--- src/rtl/core/nmea_pkg.sv ---
// Shared types, character codes and tables for the NMEA sentence parser.
package nmea_pkg;

  localparam int MaxFieldChars = 16;
  localparam int CharCntW      = $clog2(MaxFieldChars + 1);

  localparam logic [7:0] ChDollar = 8'h24;
  localparam logic [7:0] ChComma  = 8'h2C;
  localparam logic [7:0] ChStar   = 8'h2A;
  localparam logic [7:0] ChCr     = 8'h0D;
  localparam logic [7:0] ChMinus  = 8'h2D;
  localparam logic [7:0] ChPoint  = 8'h2E;

  localparam logic [2:0] TypeUnknown = 3'd0;
  localparam logic [2:0] TypeGsv     = 3'd4;
  localparam int         NumTypes    = 6;

  localparam logic KindField    = 1'b0;
  localparam logic KindSentence = 1'b1;

  // GGA GSA RMC GSV GLL VTG
  localparam logic [23:0] TypeWord [NumTypes] = '{
    24'h474741, 24'h475341, 24'h524D43, 24'h475356, 24'h474C4C, 24'h565447
  };

  typedef struct packed {
    logic step;
    logic clear;
    logic store;
    logic field_zero;
  } scan_ctrl_t;

  typedef struct packed {
    logic [CharCntW-1:0] cnt;
    logic [31:0]         value;
    logic [3:0]          frac;
    logic                stop;
    logic                point;
    logic                neg;
    logic                hexstop;
    logic [7:0]          first;
    logic [7:0]          hex;
    logic [15:0]         recent;
    logic [5:0]          hits;
  } scan_state_t;

  typedef struct packed {
    logic        kind;
    logic [2:0]  sentence_type;
    logic [4:0]  field_index;
    logic [31:0] field_value;
    logic [3:0]  frac_digits;
    logic        is_negative;
    logic [7:0]  first_char;
    logic        checksum_ok;
    logic        set_complete;
    logic        unknown_sentence;
  } result_t;

endpackage

--- src/rtl/core/nmea_field_scan.sv ---
// Per-field scanner: decimal value, hex checksum digits and field-zero word search.
module nmea_field_scan import nmea_pkg::*; (
  input  logic        clk_i,
  input  logic        rst_ni,
  input  scan_ctrl_t  ctrl_i,
  input  logic [7:0]  byte_i,
  output scan_state_t field_o
);

  scan_state_t st_q, st_d, base;
  logic        is_digit;
  logic [3:0]  hex_dig;
  logic        hex_ok;
  logic [35:0] prod;
  logic [23:0] win;

  always_comb begin
    is_digit = (byte_i >= 8'h30) && (byte_i <= 8'h39);
    hex_ok   = 1'b1;
    hex_dig  = byte_i[3:0];
    if (is_digit) begin
      hex_dig = byte_i[3:0];
    end else if ((byte_i >= 8'h41) && (byte_i <= 8'h46)) begin
      hex_dig = 4'(byte_i - 8'h37);
    end else if ((byte_i >= 8'h61) && (byte_i <= 8'h66)) begin
      hex_dig = 4'(byte_i - 8'h57);
    end else begin
      hex_ok = 1'b0;
    end
  end

  always_comb begin
    base = ctrl_i.clear ? '0 : st_q;
    st_d = base;
    prod = ({4'd0, base.value} << 3) + ({4'd0, base.value} << 1) + {32'd0, byte_i[3:0]};
    win  = {base.recent, byte_i};
    if (ctrl_i.store && (base.cnt < CharCntW'(MaxFieldChars))) begin
      if (base.cnt == '0) begin
        st_d.first = byte_i;
      end
      if (!base.stop) begin
        if ((base.cnt == '0) && (byte_i == ChMinus)) begin
          st_d.neg = 1'b1;
        end else if (is_digit) begin
          st_d.value = (|prod[35:32]) ? 32'hFFFF_FFFF : prod[31:0];
          if (base.point && (base.frac != 4'd15)) begin
            st_d.frac = base.frac + 4'd1;
          end
        end else if ((byte_i == ChPoint) && !base.point) begin
          st_d.point = 1'b1;
        end else begin
          st_d.stop = 1'b1;
        end
      end
      if (!base.hexstop) begin
        if (hex_ok) begin
          st_d.hex = {base.hex[3:0], hex_dig};
        end else begin
          st_d.hexstop = 1'b1;
        end
      end
      if (ctrl_i.field_zero) begin
        if (base.cnt >= CharCntW'(2)) begin
          for (int k = 0; k < NumTypes; k++) begin
            if (win == TypeWord[k]) begin
              st_d.hits[k] = 1'b1;
            end
          end
        end
        st_d.recent = win[15:0];
      end
      st_d.cnt = base.cnt + CharCntW'(1);
    end
  end

  always_ff @(posedge clk_i or negedge rst_ni) begin
    if (!rst_ni) begin
      st_q <= '0;
    end else if (ctrl_i.step) begin
      st_q <= st_d;
    end
  end

  assign field_o = st_q;

endmodule

--- src/rtl/core/nmea_sent_track.sv ---
// Sentence tracker: checksum, field count, type, GSV paging and the parsed mask.
module nmea_sent_track import nmea_pkg::*; (
  input  logic        clk_i,
  input  logic        rst_ni,
  input  logic        cfg_we_i,
  input  logic [5:0]  cfg_wdata_i,
  input  logic        step_i,
  input  logic [7:0]  byte_i,
  input  scan_state_t field_i,
  output scan_ctrl_t  ctrl_o,
  output logic        has_res_o,
  output result_t     res_o
);

  logic [5:0] en_q;
  logic [7:0] csum_q, csum_d;
  logic       ast_q, ast_d;
  logic [4:0] fcnt_q, fcnt_d;
  logic [2:0] type_q, type_d;
  logic [7:0] ptot_q, ptot_d;
  logic [7:0] pnum_q, pnum_d;
  logic [5:0] mask_q, mask_d;
  logic [5:0] mask_new;
  logic [7:0] page;
  logic [2:0] cls;
  logic       is_dollar, is_end, is_cr, ok, done;

  always_comb begin
    is_dollar = (byte_i == ChDollar);
    is_end    = (byte_i == ChComma) || (byte_i == ChStar);
    is_cr     = (byte_i == ChCr);

    ctrl_o.step       = step_i;
    ctrl_o.clear      = is_dollar || is_end;
    ctrl_o.store      = !is_end && !is_cr;
    ctrl_o.field_zero = is_dollar || (fcnt_q == 5'd0);

    cls = TypeUnknown;
    for (int k = NumTypes - 1; k >= 0; k--) begin
      if (field_i.hits[k]) begin
        cls = 3'(k + 1);
      end
    end
    page = field_i.neg ? 8'(8'd0 - field_i.value[7:0]) : field_i.value[7:0];

    ok       = (field_i.hex == csum_q);
    mask_new = mask_q;
    if ((type_q != TypeUnknown) && ((type_q != TypeGsv) || (pnum_q == ptot_q))) begin
      mask_new = mask_q | (6'd1 << (type_q - 3'd1));
    end
    done = ok && ((mask_new & en_q) == en_q);

    csum_d = csum_q;
    ast_d  = ast_q;
    fcnt_d = fcnt_q;
    type_d = type_q;
    ptot_d = ptot_q;
    pnum_d = pnum_q;
    mask_d = mask_q;
    has_res_o = 1'b0;

    if (is_dollar) begin
      csum_d = '0;
      ast_d  = 1'b0;
      fcnt_d = '0;
      type_d = TypeUnknown;
      ptot_d = '0;
      pnum_d = '0;
    end else if (is_end) begin
      has_res_o = 1'b1;
      if ((fcnt_q == 5'd0) && (field_i.first == ChDollar)) begin
        type_d = cls;
      end else if ((type_q == TypeGsv) && (fcnt_q == 5'd1)) begin
        ptot_d = page;
      end else if ((type_q == TypeGsv) && (fcnt_q == 5'd2)) begin
        pnum_d = page;
      end
      if (byte_i == ChComma) begin
        csum_d = csum_q ^ byte_i;
      end else begin
        ast_d = 1'b1;
      end
      if (fcnt_q != 5'd31) begin
        fcnt_d = fcnt_q + 5'd1;
      end
    end else if (is_cr) begin
      has_res_o = 1'b1;
      if (ok) begin
        mask_d = done ? 6'd0 : mask_new;
      end
    end else if (!ast_q) begin
      csum_d = csum_q ^ byte_i;
    end

    res_o.kind             = is_cr ? KindSentence : KindField;
    res_o.sentence_type    = type_d;
    res_o.field_index      = fcnt_q;
    res_o.field_value      = is_cr ? 32'd0 : field_i.value;
    res_o.frac_digits      = is_cr ? 4'd0 : field_i.frac;
    res_o.is_negative      = is_cr ? 1'b0 : field_i.neg;
    res_o.first_char       = is_cr ? 8'd0 : field_i.first;
    res_o.checksum_ok      = is_cr && ok;
    res_o.set_complete     = is_cr && done;
    res_o.unknown_sentence = is_cr && (type_q == TypeUnknown);
  end

  always_ff @(posedge clk_i or negedge rst_ni) begin
    if (!rst_ni) begin
      en_q   <= 6'h3F;
      csum_q <= '0;
      ast_q  <= 1'b0;
      fcnt_q <= '0;
      type_q <= TypeUnknown;
      ptot_q <= '0;
      pnum_q <= '0;
      mask_q <= '0;
    end else begin
      if (cfg_we_i) begin
        en_q <= cfg_wdata_i;
      end
      if (step_i) begin
        csum_q <= csum_d;
        ast_q  <= ast_d;
        fcnt_q <= fcnt_d;
        type_q <= type_d;
        ptot_q <= ptot_d;
        pnum_q <= pnum_d;
        mask_q <= mask_d;
      end
    end
  end

endmodule

--- src/rtl/core/nmea_sentence_parser.sv ---
// Top level of the NMEA sentence parser: input register, scanner, tracker, result register.
//
//   channel   direction  handshake               payload
//   rx        in         rx_valid_i / rx_stall_o rx_byte_i
//   res       out        res_valid_o / res_stall_i result fields
//   cfg       in         cfg_we_i                cfg_wdata_i (enabled sentences)
//
// One byte per cycle sustained while the result side does not stall; a byte is held in the
// input register and its result, if any, is then registered in the result register.
// Reset clears all sentence and field state and enables all six sentence types.
// A stalled result holds the input register, which then stalls the rx side.
module nmea_sentence_parser import nmea_pkg::*; (
  input  logic        clk_i,
  input  logic        rst_ni,
  input  logic        rx_valid_i,
  output logic        rx_stall_o,
  input  logic [7:0]  rx_byte_i,
  input  logic        cfg_we_i,
  input  logic [5:0]  cfg_wdata_i,
  output logic        res_valid_o,
  input  logic        res_stall_i,
  output logic        result_kind_o,
  output logic [2:0]  sentence_type_o,
  output logic [4:0]  field_index_o,
  output logic [31:0] field_value_o,
  output logic [3:0]  frac_digits_o,
  output logic        is_negative_o,
  output logic [7:0]  first_char_o,
  output logic        checksum_ok_o,
  output logic        set_complete_o,
  output logic        unknown_sentence_o
);

  logic        in_valid_q, in_valid_d;
  logic [7:0]  in_byte_q;
  logic        out_valid_q, out_valid_d;
  result_t     out_q;
  logic        out_free, advance, rx_take, has_res;
  scan_ctrl_t  ctrl;
  scan_state_t field;
  result_t     res;

  assign out_free   = !out_valid_q || !res_stall_i;
  assign advance    = in_valid_q && out_free;
  assign rx_stall_o = in_valid_q && !out_free;
  assign rx_take    = rx_valid_i && !rx_stall_o;

  always_comb begin
    in_valid_d = in_valid_q;
    if (advance || !in_valid_q) begin
      in_valid_d = rx_valid_i;
    end
    out_valid_d = out_valid_q;
    if (out_free) begin
      out_valid_d = advance && has_res;
    end
  end

  always_ff @(posedge clk_i or negedge rst_ni) begin
    if (!rst_ni) begin
      in_valid_q  <= 1'b0;
      out_valid_q <= 1'b0;
    end else begin
      in_valid_q  <= in_valid_d;
      out_valid_q <= out_valid_d;
    end
  end

  always_ff @(posedge clk_i) begin
    if (rx_take) begin
      in_byte_q <= rx_byte_i;
    end
    if (advance && has_res) begin
      out_q <= res;
    end
  end

  nmea_field_scan u_scan (
    .clk_i   (clk_i),
    .rst_ni  (rst_ni),
    .ctrl_i  (ctrl),
    .byte_i  (in_byte_q),
    .field_o (field)
  );

  nmea_sent_track u_track (
    .clk_i       (clk_i),
    .rst_ni      (rst_ni),
    .cfg_we_i    (cfg_we_i),
    .cfg_wdata_i (cfg_wdata_i),
    .step_i      (advance),
    .byte_i      (in_byte_q),
    .field_i     (field),
    .ctrl_o      (ctrl),
    .has_res_o   (has_res),
    .res_o       (res)
  );

  assign res_valid_o        = out_valid_q;
  assign result_kind_o      = out_q.kind;
  assign sentence_type_o    = out_q.sentence_type;
  assign field_index_o      = out_q.field_index;
  assign field_value_o      = out_q.field_value;
  assign frac_digits_o      = out_q.frac_digits;
  assign is_negative_o      = out_q.is_negative;
  assign first_char_o       = out_q.first_char;
  assign checksum_ok_o      = out_q.checksum_ok;
  assign set_complete_o     = out_q.set_complete;
  assign unknown_sentence_o = out_q.unknown_sentence;

  a_stall_needs_byte: assert property (@(posedge clk_i) disable iff (!rst_ni)
    rx_stall_o |-> (in_valid_q && out_valid_q && res_stall_i))
    else $error("rx stalled without a held byte and a stalled result");

  a_no_result_clears: assert property (@(posedge clk_i) disable iff (!rst_ni)
    (advance && !has_res) |=> !res_valid_o)
    else $error("byte without result left a result valid");

  a_field_flags_low: assert property (@(posedge clk_i) disable iff (!rst_ni)
    (res_valid_o && (result_kind_o == KindField))
      |-> (!checksum_ok_o && !set_complete_o && !unknown_sentence_o))
    else $error("field transfer carries sentence-end flags");

  a_complete_needs_ok: assert property (@(posedge clk_i) disable iff (!rst_ni)
    (res_valid_o && set_complete_o) |-> checksum_ok_o)
    else $error("update signalled on a bad checksum");

endmodule

--- config.mk ---
export PLATFORM = sky130hd
export DESIGN_NAME = nmea_sentence_parser
export DESIGN_NICKNAME = d
export VERILOG_FILES = /design/src/rtl/core/nmea_pkg.sv /design/src/rtl/core/nmea_field_scan.sv /design/src/rtl/core/nmea_sent_track.sv /design/src/rtl/core/nmea_sentence_parser.sv
export SDC_FILE = /design/constraint.sdc
export NUM_CORES = 1
export LEC_CHECK = 0
export BUFFER_PORTS_ARGS = -buffer_cell sky130_fd_sc_hd__buf_2
export CAP_MARGIN = 20
export CORE_MARGIN = 8
export CORE_UTILIZATION = 45
export DETAILED_ROUTE_END_ITERATION = 6
export HOLD_SLACK_MARGIN = 0.05
export SLEW_MARGIN = 10
export SYNTH_ARGS = -nofsm -noshare
export SYNTH_HDL_FRONTEND = slang
export SYNTH_SLANG_ARGS = --single-unit
--- constraint.sdc ---
create_clock -name clk_i -period 8.6 [get_ports clk_i]
set_input_delay 0 -clock clk_i [delete_from_list [all_inputs] [get_ports clk_i]]
set_output_delay 0 -clock clk_i [all_outputs]
set_load 0.05 [all_outputs]
==> results of run 1 <==
[cells by family after synthesis]
kind of cell / synth area share
and+or+nand+nor: 0.187
AOI/OAI and AO/OA: 0.170
DFF: 0.455
buffers and inverters: 0.0291
adders and majority gates: 0.0886
xor gates and xnor gates: 0.0443
muxes: 0.0260
[sequential cells by signal, indices dropped and copies added (netlist names), 4 cells and up]
register	count
u_track.csum_q	8
field_value_o	32
u_track.pnum_q	8
u_track.fcnt_q	5
u_track.mask_q	6
field_index_o	5
first_char_o	8
u_track.en_q	6
u_track.ptot_q	8
frac_digits_o	4
u_scan.field_o	83
in_byte_q	8
[cell type report]
class | count | area share
well taps | 330 | 0.0316
inverters | 27 | 0.00776
repair buffers | 113 | 0.0560
flip-flops and latches | 195 | 0.399
clock buffers | 17 | 0.0326
multi-input cells | 869 | 0.455
clock inverters | 15 | 0.0182
[power by group]
group	internal [mW]	switching [mW]	total, mW	leakage (nW)
logic	0.205	0.267	0.472	3.22
clock network	0.438	0.435	0.873	0.319
registers	1.06	0.108	1.17	2.30
total	1.70	0.810	2.51	5.84
[layer usage]
metal,wire length (um),track usage,up-vias
li1,-,-,4337
met5,0,0,-
met4,612,0.0646,0
met3,1780,0.0344,41
met2,12500,0.282,254
met1,14600,0.290,4334
[placed cells by master, fill, tap and decap left out, types with 6 or more instances in the layout]
cell           count
dfrtp_1          124
nand2_1           96
nor2_1            92
and2_1            83
ha_1              78
buf_2             76
a21oi_1           67
edfxtp_1          65
o21ai_0           63
a22o_1            38
xor2_1            31
nor3_1            28
inv_1             27
xnor2_1           27
nand3_1           25
dlygate4sd3_1     25
mux2_2            22
o31ai_1           19
clkbuf_16         17
a21o_1            15
a31oi_1           14
nand2b_1          13
nand4_1           11
o211ai_1          11
and3_1            10
buf_4             10
nand3b_1           9
nor4_1             9
nor2b_1            8
a211oi_1           7
clkinv_8           6
dfstp_2            6
[critical path, stage by stage, from the launching register on]
cell	delay, ns
edfxtp_1	0.53
or4b_1	0.71
a21o_4	0.41
and2_1	0.27
ha_1	0.30
ha_1	0.37
o211ai_1	0.22
a21oi_1	0.09
or3_1	0.38
a31oi_1	0.58
o31a_1	0.27
o211a_1	0.21
a211o_1	0.77
nand2b_1	0.34
o211ai_1	0.20
[final timing paths]
kind | cells past startpoint | slack (ns) | end | from
worst min register to register | 2 | 0.49 | u_scan.field_o[57] | u_scan.field_o[57]
max in group asynchronous | 3 | 7.21 | u_track.ptot_q[1] | rst_ni
worst max-delay path | 14 | 2.85 | u_scan.field_o[73] | in_byte_q[4]
worst max register to register | 14 | 2.85 | u_scan.field_o[73] | in_byte_q[4]
worst min-delay path | 2 | 0.18 | u_scan.field_o[66] | rst_ni
min in group clk_i | 2 | 0.27 | in_byte_q[5] | rx_byte_i[5]
==> impl_metrics.json, run 1 <==
{
  "fin_crit_sh": 0.669,
  "synth.area.top_cells": "dfrtp_1, edfxtp_1, ha_1, and2_1, nand2_1",
  "grt_max_degree": 78,
  "leakage_nw": 5.84,
  "synth_edf_count": 65,
  "slew_viol_final": 0,
  "hold_viol": 0,
  "cts_hold_buf": 25,
  "crit_path_max_fanout": 48,
  "synth_cell_types": 81,
  "chipHeight_um": 176,
  "grt_usage": 0.195,
  "seq_area_mm2": 0.00521,
  "final_core_util": 0.520,
  "wl_um": 29600,
  "cp.arrival_ns": 6.11,
  "worst_ep_required_time_ns": 8.96,
  "start_util": 0.457,
  "rsz0062_at_grt": "no",
  "hp-class": "input pin to asynchronous set/reset pin",
  "fin_area_mm2": 0.0131,
  "maxCapViolations": 0,
  "syn_inst": 1146,
  "die_w_um": 176,
  "synth_most_common_cell": "dfrtp_1",
  "cts_sinks": 195,
  "drc_errors": 0,
  "synthArstFlopShare": 0.667,
  "synth_area_mm2": 0.0115,
  "drive_above_1_share": 0.131,
  "final-setup-viol-count": 0,
  "portBuffers": 77,
  "yosys-top-cells-count": "dfrtp_1, nand2_1, nor2_1, and2_1, ha_1",
  "grt_pass1_vias": 8891,
  "critical_path_class": "flip-flop to flip-flop",
  "clock-root-buffer": "clkbuf_16",
  "status": "complete, no violations",
  "gp_congestion": 0.895,
  "whs_ns": 0.181,
  "die-area_mm2": 0.0308,
  "syn-mean-instance-area_um2": 10.0,
  "max_freq_ghz": 0.174,
  "synth.largest_area_cell": "dfrtp_1",
  "grt_overflow": 0,
  "min_period_ns": 5.75,
  "clkTransAtPathRegs_ns": 0.08,
  "post_cts.repair.setup_buffers": 0,
  "yosysTopAreaCellShare": 0.271,
  "cts_buffers": 17,
  "pre_cts_ws_ns": 2.96,
  "htree_levels": 4,
  "end_kind": "flip-flop",
  "dpl_cell_area_mm2": 0.0121,
  "hpwlAfterDp_um": 20900,
  "multiInputGateArea_mm2": 0.00594,
  "antenna_cells": 0,
  "setup_ws_ns": 2.85,
  "slew-limit-headroom": 0.253,
  "worst_pin_slew_ns": 1.12,
  "firstDrtPassIters": 5,
  "nets": 1322,
  "num_rows": 58,
  "coreArea_mm2": 0.0251,
  "finalPower_mw": 2.51,
  "ir_drop_mv": 0.131,
  "finalSetupTns_ns": 0,
  "wl_per_cell_um": 18.9,
  "ctsResizeCount": 0,
  "synth-main-ff-cell": "dfrtp_1",
  "antenna_found_initial": 0,
  "seq_area_frac_synth": 0.455,
  "cts_tree": "done",
  "area_growth_syn_to_layout_pct": 13.9,
  "place_inst": 1509,
  "dr_total_vias": 8966,
  "drtIter0Drc": 719,
  "yosysWarnings": 0,
  "fillCellCount": 2301,
  "syn_nets": 1245,
  "clkLatencyLatePin_ns": 0.45,
  "fin_skew_ns": 0.0153,
  "ios": 78,
  "antenna_left": 0,
  "clockBufferDepth": 2,
  "p_per_area_mw_per_mm2": 192,
  "grt_pass1_wl_um": 48600,
  "start_kind": "flip-flop",
  "ys_ff_latch": 195,
  "layout.cells.non_filler": 1566,
  "post_drt_via_cell_ratio": 5.73
}
No activity file was read; power rests on OpenSTA's default activity.
==> run 2, diff against run 1 <==
==> constraint.sdc (replaced) <==
create_clock -name clk_i -period 4.7 [get_ports clk_i]
set_input_delay 0 -clock clk_i [delete_from_list [all_inputs] [get_ports clk_i]]
set_output_delay 0 -clock clk_i [all_outputs]
set_load 0.05 [all_outputs]
==> run 2 against run 1 <==
  * Final area rose by 4.5%
  * Hold slack got worse by 0.0017 ns
  * Sequential power grew 79%
  * Global-route usage fell by 0.12 points
  * Count of clock-buffer cells in the layout unchanged
  * Sequential cell count unchanged
  * Clock skew rose by 0.0033 ns
  * Maximum frequency is 26% higher
  * Combinational power grew 110%
  * Highest routed layer unchanged
  * Power is 86% higher
  * Sequential share of layout area fell by 1.7 points
==> impl_metrics.json, run 2 (synthesis results as in run 1) <==
{
  "antenna_left": 0,
  "pre_cts_ws_ns": -0.0160,
  "path_common_cell": "buf_12",
  "rrSetupSlack_ns": 0.12,
  "dr_total_vias": 9113,
  "ir_drop_mv": 0.266,
  "multiInputGateArea_mm2": 0.00614,
  "nets": 1370,
  "crit_slowest_cell": "or4b_4",
  "largest_reg_flops": 83,
  "portBuffers": 77,
  "fin_crit_sh": 0.975,
  "clkTransAtPathRegs_ns": 0.09,
  "critical_path_class": "flip-flop to flip-flop",
  "post_drt_via_cell_ratio": 5.65,
  "cts_tree": "done",
  "gp_congestion": 0.898,
  "grt_pass1_vias": 8899,
  "slew-limit-headroom": 0.253,
  "wl_per_cell_um": 18.4,
  "drive_above_1_share": 0.189,
  "whs_ns": 0.179,
  "grt_usage": 0.194,
  "fin_skew_ns": 0.0186,
  "worst_pin_slew_ns": 1.12,
  "dpl_cell_area_mm2": 0.0126,
  "area_growth_syn_to_layout_pct": 19.0,
  "p_per_area_mw_per_mm2": 342,
  "start_util": 0.457,
  "htree_levels": 4,
  "worstPathCellList": "or4b_4 -> a21o_4 -> buf_12 -> and2_1 -> ha_1 -> ha_4 -> o211ai_1 -> a21oi_2 -> or3_4 -> a31oi_4 -> or3_1 -> nand3b_1 -> a211o_1 -> buf_12 -> o31a_1 -> o22a_1",
  "antenna_found_initial": 0,
  "layout_commonest_cell": "dfrtp_1",
  "coreArea_mm2": 0.0251,
  "startpoint": "in_byte_q[4]",
  "clock-root-buffer": "clkbuf_16",
  "die_w_um": 176,
  "finalPower_mw": 4.67,
  "start_kind": "flip-flop",
  "chipHeight_um": 176,
  "fin_area_mm2": 0.0137,
  "cp.arrival_ns": 4.92,
  "firstDrtPassIters": 5,
  "grt_overflow": 0,
  "clockBufferDepth": 2,
  "num_rows": 58,
  "end_kind": "flip-flop",
  "final-setup-viol-count": 0,
  "worst_ep_required_time_ns": 5.04,
  "reg2reg_to": "u_scan.field_o[58]",
  "drc_errors": 0,
  "max_freq_ghz": 0.218,
  "worstReg2RegStart": "in_byte_q[4]",
  "finalSetupTns_ns": 0,
  "ios": 78,
  "wl_um": 29700,
  "die-area_mm2": 0.0308,
  "setup_ws_ns": 0.118,
  "cpPeakStageDelay_ns": 0.62,
  "drtIter0Drc": 708,
  "seq_area_mm2": 0.00521,
  "status": "complete, no violations",
  "hp-class": "input pin to asynchronous set/reset pin",
  "antenna_cells": 0,
  "fillCellCount": 2271,
  "hpwlAfterDp_um": 21700,
  "cts_sinks": 195,
  "layout_common_cells": "dfrtp_1, nand2_1, nor2_1",
  "hold_viol": 0,
  "min_period_ns": 4.58,
  "reg2regPathDepth": 16,
  "maxCapViolations": 0,
  "clkLatencyLatePin_ns": 0.44,
  "crit_path_max_fanout": 19,
  "grt_pass1_wl_um": 48400,
  "slew_viol_final": 0,
  "grt_max_degree": 76,
  "leakage_nw": 6.09,
  "cts_buffers": 17
}
[run 2: layout make-up]
class,count,area share
multi-input combinational,869,0.450
sequential,195,0.382
timing repair buffer,161,0.0822
clock buffer,17,0.0312
tap,330,0.0302
clock inverter,15,0.0175
inverter,27,0.00742
[run 2: worst max path at each step]
stage	endpoint	slack, ns
after CTS	u_scan.field_o[58]	0.05
after global placement	u_scan.field_o[59]	0.1
after detailed placement	u_scan.field_o[58]	-0.02
final	u_scan.field_o[58]	0.12
after global routing	u_scan.field_o[58]	-0.007
after floorplan	u_scan.field_o[63]	0.0004
[run 2: metrics by stage]
| stage | utilization | std cells |
|---|---|---|
| after floorplan | - | 1146 |
| after global placement | 0.501 | 1555 |
| after detailed placement | 0.501 | 1555 |
| after CTS | 0.538 | 1612 |
| after global routing | 0.544 | 1614 |
| final | 0.544 | 1614 |
[run 2: what timing repair did]
item | in CTS | in global routing
endpoints found under the setup margin | 3 | 31
setup buffers | 0 | 2
pin swaps | 0 | 12
resized for setup | 1 | 31
hold buffers | 25 | 0
endpoints found under the hold margin | 90 | 0
[run 2: per-layer routing]
metal | global-route usage | vias up | routed length [um]
li1 | - | 4433 | -
met1 | 0.291 | 4454 | 15100
met2 | 0.286 | 201 | 12600
met3 | 0.0288 | 25 | 1570
met4 | 0.0519 | 0 | 440
met5 | 0 | - | 0
[run 2: report_power, final]
group / switching [mW] / internal, mW / leakage, nW
Sequential: 0.167 / 1.94 / 2.29
Combinational: 0.537 / 0.435 / 3.48
Clock: 0.790 / 0.802 / 0.318
[run 2: critical path: cells and delay by family (launching register included)]
kind,cells,cell delay (ns)
compound gates,7,1.58
fa+ha+maj,2,0.61
flops,1,0.41
simple gates,5,1.53
buf+inv,2,0.32
